==> src/rtl/cbpg_pkg.sv <==
// Shared types and constants for the cubic Bezier point generator.
// Used by the front, queue, back and top-level modules; no dependencies.
`default_nettype none

package cbpg_pkg;

   // Width of the segment count, point index and division remainder
   localparam int CNT_W = 6;
   // Width of t, u and the 65536 / N quotient (unsigned Q0.16 plus the 1.0 bit)
   localparam int QUO_W = 17;
   // Default clamp for the segment count
   localparam int DEF_MAX_SEGMENTS = 63;
   // Segment count after reset
   localparam logic [CNT_W-1:0] SEGMENTS_RESET = 6'd16;
   // t = 1.0 in Q0.16
   localparam logic [QUO_W-1:0] T_ONE = 17'h10000;
   // Depth of the queue between front and back
   localparam int Q_DEPTH = 2;

   // Four control points, signed Q2.14
   typedef struct packed {
      logic signed [15:0] p0_x;
      logic signed [15:0] p0_y;
      logic signed [15:0] p1_x;
      logic signed [15:0] p1_y;
      logic signed [15:0] p2_x;
      logic signed [15:0] p2_y;
      logic signed [15:0] p3_x;
      logic signed [15:0] p3_y;
   } cbpg_req_type;

   // One curve point
   typedef struct packed {
      logic [5:0]         point_index;
      logic signed [15:0] curve_x;
      logic signed [15:0] curve_y;
      logic               last_point;
   } cbpg_rsp_type;

   // Queued job: control points, segment count and the t step as quotient/remainder
   typedef struct packed {
      cbpg_req_type       pts;
      logic [CNT_W-1:0]   n;
      logic [QUO_W-1:0]   q;
      logic [CNT_W-1:0]   r;
   } cbpg_entry_type;

endpackage

`default_nettype wire

==> src/rtl/cbpg_front.sv <==
// Front end: segment count register, input acceptance and the serial divider
// that forms the t step 65536 / N. Depends on cbpg_pkg.
`default_nettype none

module cbpg_front import cbpg_pkg::*; #(
   parameter int MAX_SEGMENTS = DEF_MAX_SEGMENTS
) (
   input  wire logic             clock,
   input  wire logic             reset,
   input  wire logic             csr_write_en,
   input  wire logic [CNT_W-1:0] csr_write_data,
   input  wire logic             req_valid,
   output logic                  req_ready,
   input  wire cbpg_req_type     req_data,
   output logic                  push_valid,
   input  wire logic             push_ready,
   output cbpg_entry_type        push_data
);

   localparam logic [1:0] F_IDLE = 2'd0;
   localparam logic [1:0] F_DIV  = 2'd1;
   localparam logic [1:0] F_PUSH = 2'd2;

   logic [CNT_W-1:0] segments_ff, segments_in;
   logic [1:0]       state_ff, state_in;
   logic [4:0]       cnt_ff, cnt_in;
   logic [QUO_W-1:0] quo_ff, quo_in;
   logic [CNT_W-1:0] rem_ff, rem_in;
   cbpg_req_type     pts_ff, pts_in;
   logic [CNT_W-1:0] n_ff, n_in;

   logic [CNT_W-1:0] n_eff;
   logic [CNT_W:0]   shifted;
   logic             qbit;

   // Clamp the segment count: zero acts as one, large values stop at the limit
   always_comb begin
      if (segments_ff == '0) begin
         n_eff = CNT_W'(1);
      end else if (int'(segments_ff) > MAX_SEGMENTS) begin
         n_eff = CNT_W'(MAX_SEGMENTS);
      end else begin
         n_eff = segments_ff;
      end
   end

   // One restoring division step; the dividend 65536 has only its top bit set
   always_comb begin
      shifted = {rem_ff, (cnt_ff == 5'(QUO_W - 1))};
      qbit    = (shifted >= {1'b0, n_ff});
   end

   assign req_ready  = (state_ff == F_IDLE);
   assign push_valid = (state_ff == F_PUSH);
   assign push_data  = '{pts: pts_ff, n: n_ff, q: quo_ff, r: rem_ff};

   // Sequence accept, divide and push
   always_comb begin
      segments_in = segments_ff;
      state_in    = state_ff;
      cnt_in      = cnt_ff;
      quo_in      = quo_ff;
      rem_in      = rem_ff;
      pts_in      = pts_ff;
      n_in        = n_ff;
      if (csr_write_en) begin
         segments_in = csr_write_data;
      end
      case (state_ff)
         F_IDLE: begin
            if (req_valid) begin
               pts_in   = req_data;
               n_in     = n_eff;
               quo_in   = '0;
               rem_in   = '0;
               cnt_in   = 5'(QUO_W - 1);
               state_in = F_DIV;
            end
         end
         F_DIV: begin
            quo_in = {quo_ff[QUO_W-2:0], qbit};
            if (qbit) begin
               rem_in = CNT_W'(shifted - {1'b0, n_ff});
            end else begin
               rem_in = shifted[CNT_W-1:0];
            end
            if (cnt_ff == '0) begin
               state_in = F_PUSH;
            end else begin
               cnt_in = cnt_ff - 5'd1;
            end
         end
         F_PUSH: begin
            if (push_ready) begin
               state_in = F_IDLE;
            end
         end
         default: begin
            state_in = F_IDLE;
         end
      endcase
   end

   always_ff @(posedge clock) begin
      if (reset) begin
         segments_ff <= SEGMENTS_RESET;
         state_ff    <= F_IDLE;
      end else begin
         segments_ff <= segments_in;
         state_ff    <= state_in;
      end
      cnt_ff <= cnt_in;
      quo_ff <= quo_in;
      rem_ff <= rem_in;
      pts_ff <= pts_in;
      n_ff   <= n_in;
   end

endmodule

`default_nettype wire

==> config.mk <==
export PLATFORM = sky130hd
export DESIGN_NAME = cbpg_front
export DESIGN_NICKNAME = d
export VERILOG_FILES = /design/src/rtl/cbpg_pkg.sv /design/src/rtl/cbpg_front.sv
export SDC_FILE = /design/constraint.sdc
export NUM_CORES = 1
export LEC_CHECK = 0
export ABC_AREA = 1
export BUFFER_PORTS_ARGS = -buffer_cell sky130_fd_sc_hd__buf_4
export CAP_MARGIN = 0
export CORE_MARGIN = 2
export CORE_UTILIZATION = 45
export CTS_BUF_LIST = sky130_fd_sc_hd__clkbuf_2
export CTS_CLUSTER_DIAMETER = 50
export DETAILED_ROUTE_END_ITERATION = 8
export PLACE_DENSITY_LB_ADDON = 0.12
export SLEW_MARGIN = 20
export SYNTH_ARGS = -nofsm -noshare
export SYNTH_HDL_FRONTEND = slang
export SYNTH_SLANG_ARGS = --single-unit
==> constraint.sdc <==
create_clock -name clock -period 5.76 [get_ports clock]
set_input_delay 1.152 -clock clock [delete_from_list [all_inputs] [get_ports clock]]
set_output_delay 1.152 -clock clock [all_outputs]
set_load 0.01 [all_outputs]
==> results.py <==
metrics = {
    "yosys": {
        "post_synth_main_area_contributors": "sky130_fd_sc_hd__edfxtp_1 82%, sky130_fd_sc_hd__nor2_1 2.9%, sky130_fd_sc_hd__dfxtp_1 2.7%",
        "synth_cell_type_count": 27,
        "ys_ff_latch": 170,
        "synthesis.nets": 503,
        "netlist_area_um2": 5920,
        "synthDominantCellAreaShare_pct": 82.2,
        "yosysTopAreaCell": "sky130_fd_sc_hd__edfxtp_1",
        "synthesis.area_per_instance_um2": 16.7,
        "cell_count_after_synthesis": 354,
        "synth-seq-area-share_pct": 84.9,
        "yosys_warnings": 0,
    },
    "run_status": {
        "status": "finished, final reports clean",
    },
    "pwr": {
        "switching_power_as_a_share_of_total_power_pct": 26.0,
        "max_rail_drop_vdd_v": 0.000180,
        "p_switching_w": 0.000682,
        "power.static_leakage_nw": 3.74,
        "share_seq_of_total_power_pct": 59.2,
        "power_report.internal_total_w": 0.00194,
        "power.density_nw_per_um2": 306,
        "combPwrFrac_pct": 19.1,
        "clkPwrFrac_pct": 21.7,
    },
    "detailed_routing": {
        "drt.antenna.violating_nets": 0,
        "wl_per_cell_um": 18.0,
        "routed-via-count": 3908,
        "post-route-drc-count": 0,
        "finalWirelength_um": 15300,
        "drtIter0Drc": 250,
        "detail_route.vias_per_cell": 4.60,
        "first_pass_iters": 4,
    },
    "hold_path": {
        "hold_start": "segments_ff[1]",
        "min_path_cells": 0,
        "min_to": "n_ff[1]",
        "worstHoldPathType": "reg2reg",
    },
    "die": {
        "die_width_um": 119,
        "die_h_um": 119,
        "design.portCount": 298,
        "floorplan.core_area_um2": 12700,
        "initial_utilization_pct": 46.5,
        "std_cell_rows": 41,
        "fp.dieArea_um2": 14100,
    },
    "clocking": {
        "worstSkewPairLatency_ps": 670,
        "tritoncts": "built",
        "cts-buffers-inserted": 17,
        "clk_path_buf_depth": 2,
        "cts_hold_repair.buffers": 0,
        "cts.clk_slew.worst_paths_ps": 190,
        "post-cts-setup-buffer-count": 0,
        "cts.root.buffer_cell": "sky130_fd_sc_hd__clkbuf_2",
        "ctsHtreeMaxLevel": 4,
        "clkSinkCount": 170,
        "cts_resized": 0,
    },
    "sta": {
        "finalSetupViolations": 0,
        "relSlewSlack_pct": 37.4,
        "rsz0062_at_grt": "false",
        "fin_skew_ps": 18.5,
        "period_share_pct": 43.6,
        "timing.final.hold_violations": 0,
        "slew_violations": 0,
        "post-route-min-period_ps": 2510,
        "hold_slack_ps": 483,
        "worstMarginPinSlew_ps": 937,
        "achievable-frequency_mhz": 398,
        "tns_ps": 0,
    },
    "global_routing": {
        "gr-usage-all-layers_pct": 22.2,
        "global_route_wire_length_before_repair_um": 22800,
        "grt_pass1_vias": 4132,
        "initial_antenna_violation_count": 1,
        "largest_net_degree_at_the_start_of_global_routing": 51,
        "grt-ovfl-total": 0,
    },
    "critical_path": {
        "timing.setup.critical_path_class": "reg2out",
        "required_ps": 4610,
        "ff2ff_setup_slack_ps": 3570,
        "critPathSlowestCell": "sky130_fd_sc_hd__dfxtp_1",
        "r2r_start": "cnt_ff[0]",
        "cpPeakStageDelay_ps": 380,
        "reg2reg_depth": 10,
        "crit-reg2reg-capture": "rem_ff[4]",
        "worstPathCellList": "nor2_1, buf_4",
        "critPathLaunchType": "register",
        "cp-end-kind": "output pin",
        "data_arrival_time_of_the_worst_path_ps": 1360,
        "largest_fanout_of_any_net_on_the_critical_path": 3,
    },
    "final_layout": {
        "commonest_cells_after_routing_fill_and_taps_aside": "299 x sky130_fd_sc_hd__buf_4, 162 x sky130_fd_sc_hd__edfxtp_1, 45 x sky130_fd_sc_hd__nor2_1, 40 x sky130_fd_sc_hd__inv_1, 36 x sky130_fd_sc_hd__nand2_1",
        "post-route-util_pct": 67.2,
        "synthToLayoutAreaGrowth_pct": 44.6,
        "fill_cells": 992,
        "layout_commonest_cell": "sky130_fd_sc_hd__buf_4",
        "nNetsFinal": 813,
        "layout-drive-gt1-share_pct": 50.1,
    },
    "placed_design": {
        "dp.final_hpwl_um": 12100,
        "buffer_ports.inserted": 297,
        "finalWeightedCongestion": 0.833,
    },
    "job": {
        "drv.max_cap_violation_count": 0,
    },
}
==> worst max-delay path by stage <==
| stage | from | endpoint | slack, ps | depth (start not counted) |
|---|---|---|---|---|
| floorplan | req_valid | n_ff[0] | 1430 | 2 |
| global placement | req_valid | push_data[40] | 3040 | 4 |
| detailed placement | req_valid | push_data[99] | 3010 | 4 |
| CTS | state_ff[1] | req_ready | 3150 | 2 |
| global route | state_ff[1] | req_ready | 3060 | 2 |
| finish | state_ff[1] | req_ready | 3250 | 2 |
==> layer usage <==
| metal | routed length, um | share of wire (%) | global-route usage, % |
|---|---|---|---|
| met4 | 331 | 2.2 | 8.63 |
| met1 | 5060 | 33 | 22.6 |
| met2 | 8480 | 56 | 39.5 |
| met3 | 1390 | 9.1 | 9.99 |
| met5 | 0 | 0 | 0 |
==> sequential cells by signal (all words and copies together) (netlist names) <==
signal	count
push_data	128
state_ff	2
quo_ff	17
segments_ff	6
rem_ff	6
cnt_ff	5
n_ff	6
==> worst max-delay path: cells and delay by family, from the launching register on <==
family / cells / cell delay [ps]
buf+inv: 1 / 150
flops: 1 / 380
simple gates: 1 / 170
==> power by group through the flow <==
stage	combinational (W)	clock (W)	sequential [W]
2_1_floorplan	0.000178	0	0.00163
3_3_place_gp	0.000497	0	0.00158
3_5_place_dp	0.000506	0	0.00158
4_1_cts	0.000507	0.000590	0.00155
5_1_grt	0.000549	0.000637	0.00157
6_report	0.000500	0.000568	0.00155
==> per-stage QoR <==
stage               setup slack (ps)  power, W  std cells  area (um2)
detailed placement              3010   0.00209        817        8340
global route                    3060   0.00275        850        8550
finish                          3250   0.00262        850        8550
CTS                             3150   0.00265        849        8550
global placement                3040   0.00207        817        8340
floorplan                       1430   0.00181        354        5920
==> Yosys cell counts, drive strengths merged <==
cell,instances
edfxtp,162
nor2,49
inv,43
nand2,39
nand3,11
ha,9
dfxtp,8
clkbuf,7
o21ai,7
or2,5
a21oi,4
nand4,2
xor2,2
buf,1
clkinv,1
fa,1
nor3,1
o41ai,1
xnor2,1
==> final cells by class <==
class,count,area [um2],area share [%]
multi-input combinational,132,688,8.04
timing repair buffer,299,2240,26.2
sequential,170,5020,58.7
inverter,44,168,1.96
clock inverter,10,101,1.18
antenna,1,2.50,0.0293
tap,172,215,2.52
clock buffer,22,110,1.29
==> logic make-up after synthesis <==
group	count (synthesis)	synth area share [%]
adders and majority gates	10	2.24
AOI/OAI and AO/OA	12	1.14
and+or+nand+nor	107	7.80
DFF	170	84.9
buffers and inverters	52	3.43
xor gates and xnor gates	3	0.444
Power figures use the tool's default switching activity.
