`src/rtl/cbpg_pkg.sv`:
```
// Shared types and constants for the cubic Bezier point generator.
// Used by the front, queue, back and top-level modules; no dependencies.
`default_nettype none

package cbpg_pkg;

   // Width of the segment count, point index and division remainder
   localparam int CNT_W = 6;
   // Width of t, u and the 65536 / N quotient (unsigned Q0.16 plus the 1.0 bit)
   localparam int QUO_W = 17;
   // Default clamp for the segment count
   localparam int DEF_MAX_SEGMENTS = 63;
   // Segment count after reset
   localparam logic [CNT_W-1:0] SEGMENTS_RESET = 6'd16;
   // t = 1.0 in Q0.16
   localparam logic [QUO_W-1:0] T_ONE = 17'h10000;
   // Depth of the queue between front and back
   localparam int Q_DEPTH = 2;

   // Four control points, signed Q2.14
   typedef struct packed {
      logic signed [15:0] p0_x;
      logic signed [15:0] p0_y;
      logic signed [15:0] p1_x;
      logic signed [15:0] p1_y;
      logic signed [15:0] p2_x;
      logic signed [15:0] p2_y;
      logic signed [15:0] p3_x;
      logic signed [15:0] p3_y;
   } cbpg_req_type;

   // One curve point
   typedef struct packed {
      logic [5:0]         point_index;
      logic signed [15:0] curve_x;
      logic signed [15:0] curve_y;
      logic               last_point;
   } cbpg_rsp_type;

   // Queued job: control points, segment count and the t step as quotient/remainder
   typedef struct packed {
      cbpg_req_type       pts;
      logic [CNT_W-1:0]   n;
      logic [QUO_W-1:0]   q;
      logic [CNT_W-1:0]   r;
   } cbpg_entry_type;

endpackage

`default_nettype wire

```
`src/rtl/cbpg_queue.sv`:
```
// Short queue of jobs between the front end and the evaluation back end.
// Depends on cbpg_pkg.
`default_nettype none

module cbpg_queue import cbpg_pkg::*; (
   input  wire logic           clock,
   input  wire logic           reset,
   input  wire logic           push_valid,
   output logic                push_ready,
   input  wire cbpg_entry_type push_data,
   output logic                pop_valid,
   input  wire logic           pop_ready,
   output cbpg_entry_type      pop_data
);

   localparam int PTR_W = (Q_DEPTH > 1) ? $clog2(Q_DEPTH) : 1;
   localparam int CNT_QW = $clog2(Q_DEPTH + 1);

   cbpg_entry_type    slot_ff [Q_DEPTH];
   logic [PTR_W-1:0]  wr_ptr_ff, wr_ptr_in;
   logic [PTR_W-1:0]  rd_ptr_ff, rd_ptr_in;
   logic [CNT_QW-1:0] count_ff, count_in;
   logic              do_push, do_pop;

   assign push_ready = (count_ff != CNT_QW'(Q_DEPTH));
   assign pop_valid  = (count_ff != '0);
   assign pop_data   = slot_ff[rd_ptr_ff];
   assign do_push    = push_valid && push_ready;
   assign do_pop     = pop_valid && pop_ready;

   // Advance pointers and occupancy
   always_comb begin
      wr_ptr_in = wr_ptr_ff;
      rd_ptr_in = rd_ptr_ff;
      count_in  = count_ff;
      if (do_push) begin
         wr_ptr_in = (wr_ptr_ff == PTR_W'(Q_DEPTH - 1)) ? '0 : wr_ptr_ff + PTR_W'(1);
      end
      if (do_pop) begin
         rd_ptr_in = (rd_ptr_ff == PTR_W'(Q_DEPTH - 1)) ? '0 : rd_ptr_ff + PTR_W'(1);
      end
      if (do_push && !do_pop) begin
         count_in = count_ff + CNT_QW'(1);
      end else if (do_pop && !do_push) begin
         count_in = count_ff - CNT_QW'(1);
      end
   end

   always_ff @(posedge clock) begin
      if (reset) begin
         wr_ptr_ff <= '0;
         rd_ptr_ff <= '0;
         count_ff  <= '0;
      end else begin
         wr_ptr_ff <= wr_ptr_in;
         rd_ptr_ff <= rd_ptr_in;
         count_ff  <= count_in;
      end
   end

   // Store an entry on push
   always_ff @(posedge clock) begin
      if (do_push) begin
         slot_ff[wr_ptr_ff] <= push_data;
      end
   end

endmodule

`default_nettype wire

```
`config.mk`:
```
export PLATFORM = sky130hd
export DESIGN_NAME = cbpg_queue
export DESIGN_NICKNAME = d
export VERILOG_FILES = /design/src/rtl/cbpg_pkg.sv /design/src/rtl/cbpg_queue.sv
export SDC_FILE = /design/constraint.sdc
export NUM_CORES = 1
export LEC_CHECK = 0
export ABC_AREA = 1
export BUFFER_PORTS_ARGS = -buffer_cell sky130_fd_sc_hd__buf_2
export CORE_AREA = 5 5 229 209
export CTS_BUF_LIST = sky130_fd_sc_hd__clkbuf_4
export DETAILED_ROUTE_END_ITERATION = 7
export DIE_AREA = 0 0 234 214
export GPL_ROUTABILITY_DRIVEN = 1
export GPL_TIMING_DRIVEN = 0
export HOLD_SLACK_MARGIN = 0.05
export MAX_ROUTING_LAYER = met4
export PLACE_DENSITY = 0.49
export SKIP_CTS_REPAIR_TIMING = 1
export SLEW_MARGIN = 30
export SYNTH_ARGS = -nofsm -noshare
export SYNTH_HDL_FRONTEND = slang
export SYNTH_SLANG_ARGS = --single-unit
```
`constraint.sdc`:
```
create_clock -name clock -period 13.1 [get_ports clock]
set_input_delay 0.655 -clock clock [delete_from_list [all_inputs] [get_ports clock]]
set_output_delay 0.655 -clock clock [all_outputs]
set_load 0.1 [all_outputs]
```
==> flow_summary.ini, run 1 <==
[power]
ir_worst_vdd_uv = 145
seqPwrFrac_pct = 33.2
p_per_area_nw_per_um2 = 230
switching_power_mw = 1.78
pwr-share-comb_pct = 43.3
pwr-share-clk_pct = 23.5
p_leak_nw = 6.57
swShare_pct = 45.0
intPower_mw = 2.18

[logic_synthesis]
ys.warnings.count = 0
synthesis.nets = 687
synth-seq-cells = 319
synth_area_um2 = 11600
syn_area_per_cell_um2 = 22.1
synth_top_cell_by_area = edfxtp_1
seq_area_frac_synth_pct = 82.1
ys_types = 14
synth_top_area_share_pct = 81.2
synth.area.top_cells = edfxtp_1 81%, mux2_2 15%, buf_6 1.3%, dfxtp_1 0.86%, nand2_1 0.29%
synthCells = 525

[clock_network]
numClockSinks = 319
clockBufferDepth = 3
clk_pin_slew_worst_paths_ps = 70
cts_tree = yes
worstSkewPairLatency_ps = 790
cts_buffers = 89
cts_root_buffer = clkbuf_4
h-tree-depth = 3

[placed_design]
gp_congestion = 0.696
dp_hpwl_mm = 18.3
placed_area_um2 = 14500
dp.cells = 1470
port_buffers = 319

[timing]
hold_viol_final = 0
setup-violations-final = 0
post-route-period-util_pct = 23.8
worstMarginPinSlew_ps = 571
period_minus_slack_ps = 3120
fmaxAchievable_mhz = 321
rsz0062_at_grt = false
maxSlewHeadroom_pct = 61.9
setup_tns_ps = 0
holdWs_ps = 166
drv_slew = 0
skew_ps = 59.5

[run_status]
status = finished, final reports clean

[cells_and_area]
fin_cells = 1797
regArea_um2 = 9530
synthToLayoutAreaGrowth_pct = 48.6
fill_cells = 4347
fin_nets = 1272
multi_input_area_um2 = 1890
final_common_cell = buf_2
final_cell_mix = 321 x buf_2, 314 x edfxtp_1, 157 x mux2_2, 157 x dlygate4sd3_1, 146 x clkbuf_4
final_area_um2 = 17200
drive_gt1_share_pct = 56.5

[grt]
grt_pass1_vias = 6983
grt_max_degree = 21
grt_util_all_layers_pct = 10.7
overflow = 0
antenna_found_initial = 4
grt_pass1_wl_mm = 39.8

[die]
core_area_um2 = 45000
die_w_um = 234
start_util_pct = 25.8
io_pins = 320
die-area_um2 = 50100
rows = 74
die_y_um = 214

[detailed_routing]
ant_nets = 0
wl_mm = 27.6
num_vias = 7039
drc = 0
dr.pass1.iters = 6
drt-initial-drc-count = 239
avgViaCountPerCell = 3.92
wire_per_inst_um = 15.4

[setup_path]
cp_max_fo = 10
reg2reg_depth = 9
arrival_ps = 2460
end_kind = output pin
startpoint_type = flip-flop
crit_required_ps = 12440
path_class = flip-flop to output pin

[min_path]
min_delay_path_depth = 4
hp-class = input port to flip-flop

[flow_run]
maxCapViolations = 0
-- logic make-up (layout without fill, tap and decap cells) --
family | after synthesis | after routing | synth area share, %
AOI/OAI and AO/OA | 4 | 4 | 0.172
and+or+nand+nor | 19 | 19 | 0.658
adders and majority gates | 1 | 1 | 0.108
other | 0 | 7 | 0
buffers and inverters | 25 | 682 | 1.74
DFF | 319 | 319 | 82.1
muxes | 157 | 157 | 15.2
-- sequential cells by signal (all words and copies together) (netlist names), named ones only --
name       count
rd_ptr_ff      1
wr_ptr_ff      1
slot_ff      314
count_ff       2
-- worst max-delay path, stage by stage, from the launching register on --
cell     delay (ps)
dfxtp_1         440
buf_4           350
buf_6           210
mux2_2          370
buf_2           300
-- final timing paths --
check,startpoint,to,slack [ps]
worst min register to register,rd_ptr_ff,flip-flop,500
worst max-delay path,flip-flop,pop_data[11],9980
worst min-delay path,reset,count_ff[0],170
worst max register to register,count_ff[0],slot_ff[1][133],10630
-- cell type report --
class,count,share of cell area (%)
timing repair buffer,494,21.1
buffer,17,0.994
inverter,8,0.174
tap,608,4.41
sequential,319,55.3
antenna,7,0.102
clock buffer,146,6.36
clock inverter,17,0.646
multi-input combinational,181,11.0
-- metrics by stage --
| stage | worst slack, ps | util, % | total power [mW] |
|---|---|---|---|
| floorplan | 4580 | - | 2.73 |
| global route | 9660 | 38.3 | 4.15 |
| CTS | 9710 | 34.8 | 4.00 |
| detailed placement | 10400 | 32.1 | 3.03 |
| finish | 9980 | 38.3 | 3.96 |
| global placement | 189 | 31.0 | 3.03 |
-- per-layer routing --
layer	global-route usage (%)	vias to the layer above	part of all wire [%]
met1	11.6	3426	41
met2	16.5	225	48
li1	-	3329	-
met4	4.35	0	2.3
met5	-	-	0
met3	5.73	59	8.6
-- synthesized netlist by cell type --
| cell | n |
|---|---|
| nand2_1 | 9 |
| buf_2 | 2 |
| a21oi_1 | 2 |
| mux2_2 | 157 |
| o21ai_0 | 2 |
| buf_4 | 2 |
| buf_6 | 13 |
| nor2_1 | 7 |
| nand4_1 | 1 |
| nand3_1 | 2 |
| ha_1 | 1 |
| edfxtp_1 | 314 |
| dfxtp_1 | 5 |
| inv_1 | 8 |
-- power by group through the flow --
stage / combinational [mW] / clock [mW] / sequential [mW]
after floorplan: 1.36 / 0 / 1.37
after global placement: 1.62 / 0 / 1.41
after detailed placement: 1.69 / 0 / 1.34
after CTS: 1.70 / 0.983 / 1.32
after global routing: 1.78 / 1.04 / 1.32
final: 1.71 / 0.931 / 1.31
No activity file was read; power rests on OpenSTA's default activity.
==> run 2: changes to the inputs <==
Settings changed: PLACE_DENSITY 0.49 to 0.51.
Clock period 13.1 ns to 2.8 ns, I/O delays scaled along.
==> flow_summary.ini, run 2 (synthesis results as in run 1) <==
[timing]
period_minus_slack_ps = 2490
hold_viol_final = 0
post-route-period-util_pct = 88.9
setup-violations-final = 0
worstMarginPinSlew_ps = 661
drv_slew = 0
holdWs_ps = 130
maxSlewHeadroom_pct = 55.8
skew_ps = 57.7
rsz0062_at_grt = false
fmaxAchievable_mhz = 402

[cells_and_area]
top_register = slot_ff
post-route-util_pct = 41.8
drive_gt1_share_pct = 49.5
reg.largest.list = slot_ff: 314 flops, count_ff: 2 flops
final_cell_mix = 321 x buf_2, 315 x dlygate4sd3_1, 314 x edfxtp_1, 157 x mux2_2, 135 x clkbuf_4
fin_nets = 1430
final_area_um2 = 18800
largest_register_ffs = 314
final_common_cell = buf_2
fin_cells = 1945
synthToLayoutAreaGrowth_pct = 62.1
fill_cells = 4223

[die]
die_w_um = 234
io_pins = 320
die-area_um2 = 50100
die_y_um = 214
core_area_um2 = 45000
rows = 74
start_util_pct = 25.8

[grt]
use_met2_pct = 17.9
grt_pass1_wl_mm = 40.6
grt_max_degree = 21
met3_usage_pct = 5.38
grt_pass1_vias = 7208
use_met1_pct = 11.4
grt_util_all_layers_pct = 11.0
antenna_found_initial = 3
overflow = 0
top_usage_layer = met2

[power]
total_power_mw = 18.8
p_leak_nw = 7.21
ir_worst_vdd_uv = 626
p_per_area_nw_per_um2 = 999

[setup_path]
path_class = flip-flop to flip-flop
reg2reg_depth = 10
startpoint_type = flip-flop
end_kind = flip-flop
arrival_ps = 3180
cp_max_fo = 4
crit_required_ps = 3490

[detailed_routing]
drc = 0
wl_mm = 29.7
dr.pass1.iters = 6
avgViaCountPerCell = 3.93
num_vias = 7635
wire_per_inst_um = 15.3
ant_nets = 0
drt-initial-drc-count = 214

[clock_network]
cts_buffers = 90
clk_pin_slew_worst_paths_ps = 60
h-tree-depth = 3
cts_root_buffer = clkbuf_4
numClockSinks = 319
worstSkewPairLatency_ps = 810
clockBufferDepth = 3
cts_tree = yes

[min_path]
hp-class = input port to flip-flop
min_delay_path_depth = 2

[placed_design]
port_buffers = 319
dp.cells = 1469
placed_area_um2 = 14500
dp_hpwl_mm = 19.1
gp_congestion = 0.705

[flow_run]
maxCapViolations = 0

[run_status]
status = finished, final reports clean
==> run 2: changes by cell type in the layout (fill, tap and decap cells not counted), moves of 2 or more <==
cell	change
bufinv_16	+2
clkbuf_4	-11
clkinv_1	+5
diode_2	-2
dlygate4sd3_1	+158
nand2_1	-2
nand2_8	+2
==> run 2: layer usage <==
metal  part of all wire, %  wire length, um
met2                    52            15400
met1                    39            11400
met5                     0                0
met3                   7.7             2280
met4                   2.0              601
==> run 2: power by group <==
group	leakage, nW	internal, mW	switching (mW)
clock network	0.696	2.46	1.94
logic	3.54	1.88	6.35
registers	2.97	6.02	0.143
total	7.21	10.4	8.43
==> run 2: through the flow <==
stage	setup slack [ps]	setup TNS, ps
after floorplan	-601	-185830
after global placement	-2220	-682500
after detailed placement	517	0
after CTS	11.9	0
after global routing	37.4	0
final	312	0
==> run 2: critical path, cell delays in order (launching register included) <==
cell and delay [ps]:
dfxtp_1 460, inv_1 90, nand2_1 120, nand2_1 70, ha_1 300, inv_1 80
nand4_1 90, nand2_1 70, dlygate4sd3_1 540, nor2_1 40, dlygate4sd3_1 540
==> run 2: area by class of cell <==
cell class	instances	area, um^2	share of cell area (%)
tap	608	761	4.04
timing repair buffer	651	5200	27.6
buffer	17	175	0.931
sequential	319	9530	50.6
antenna	5	12.5	0.0665
clock inverter	21	173	0.917
multi-input combinational	181	1920	10.2
inverter	8	32.5	0.173
clock buffer	135	1010	5.39
==> run 2: worst paths after layout <==
path	start	to	slack [ps]
max	count_ff[1]	count_ff[1]	310
min	push_data[128]	slot_ff[1][128]	130
min reg2reg	rd_ptr_ff	rd_ptr_ff	520
max reg2reg	count_ff[1]	count_ff[1]	310
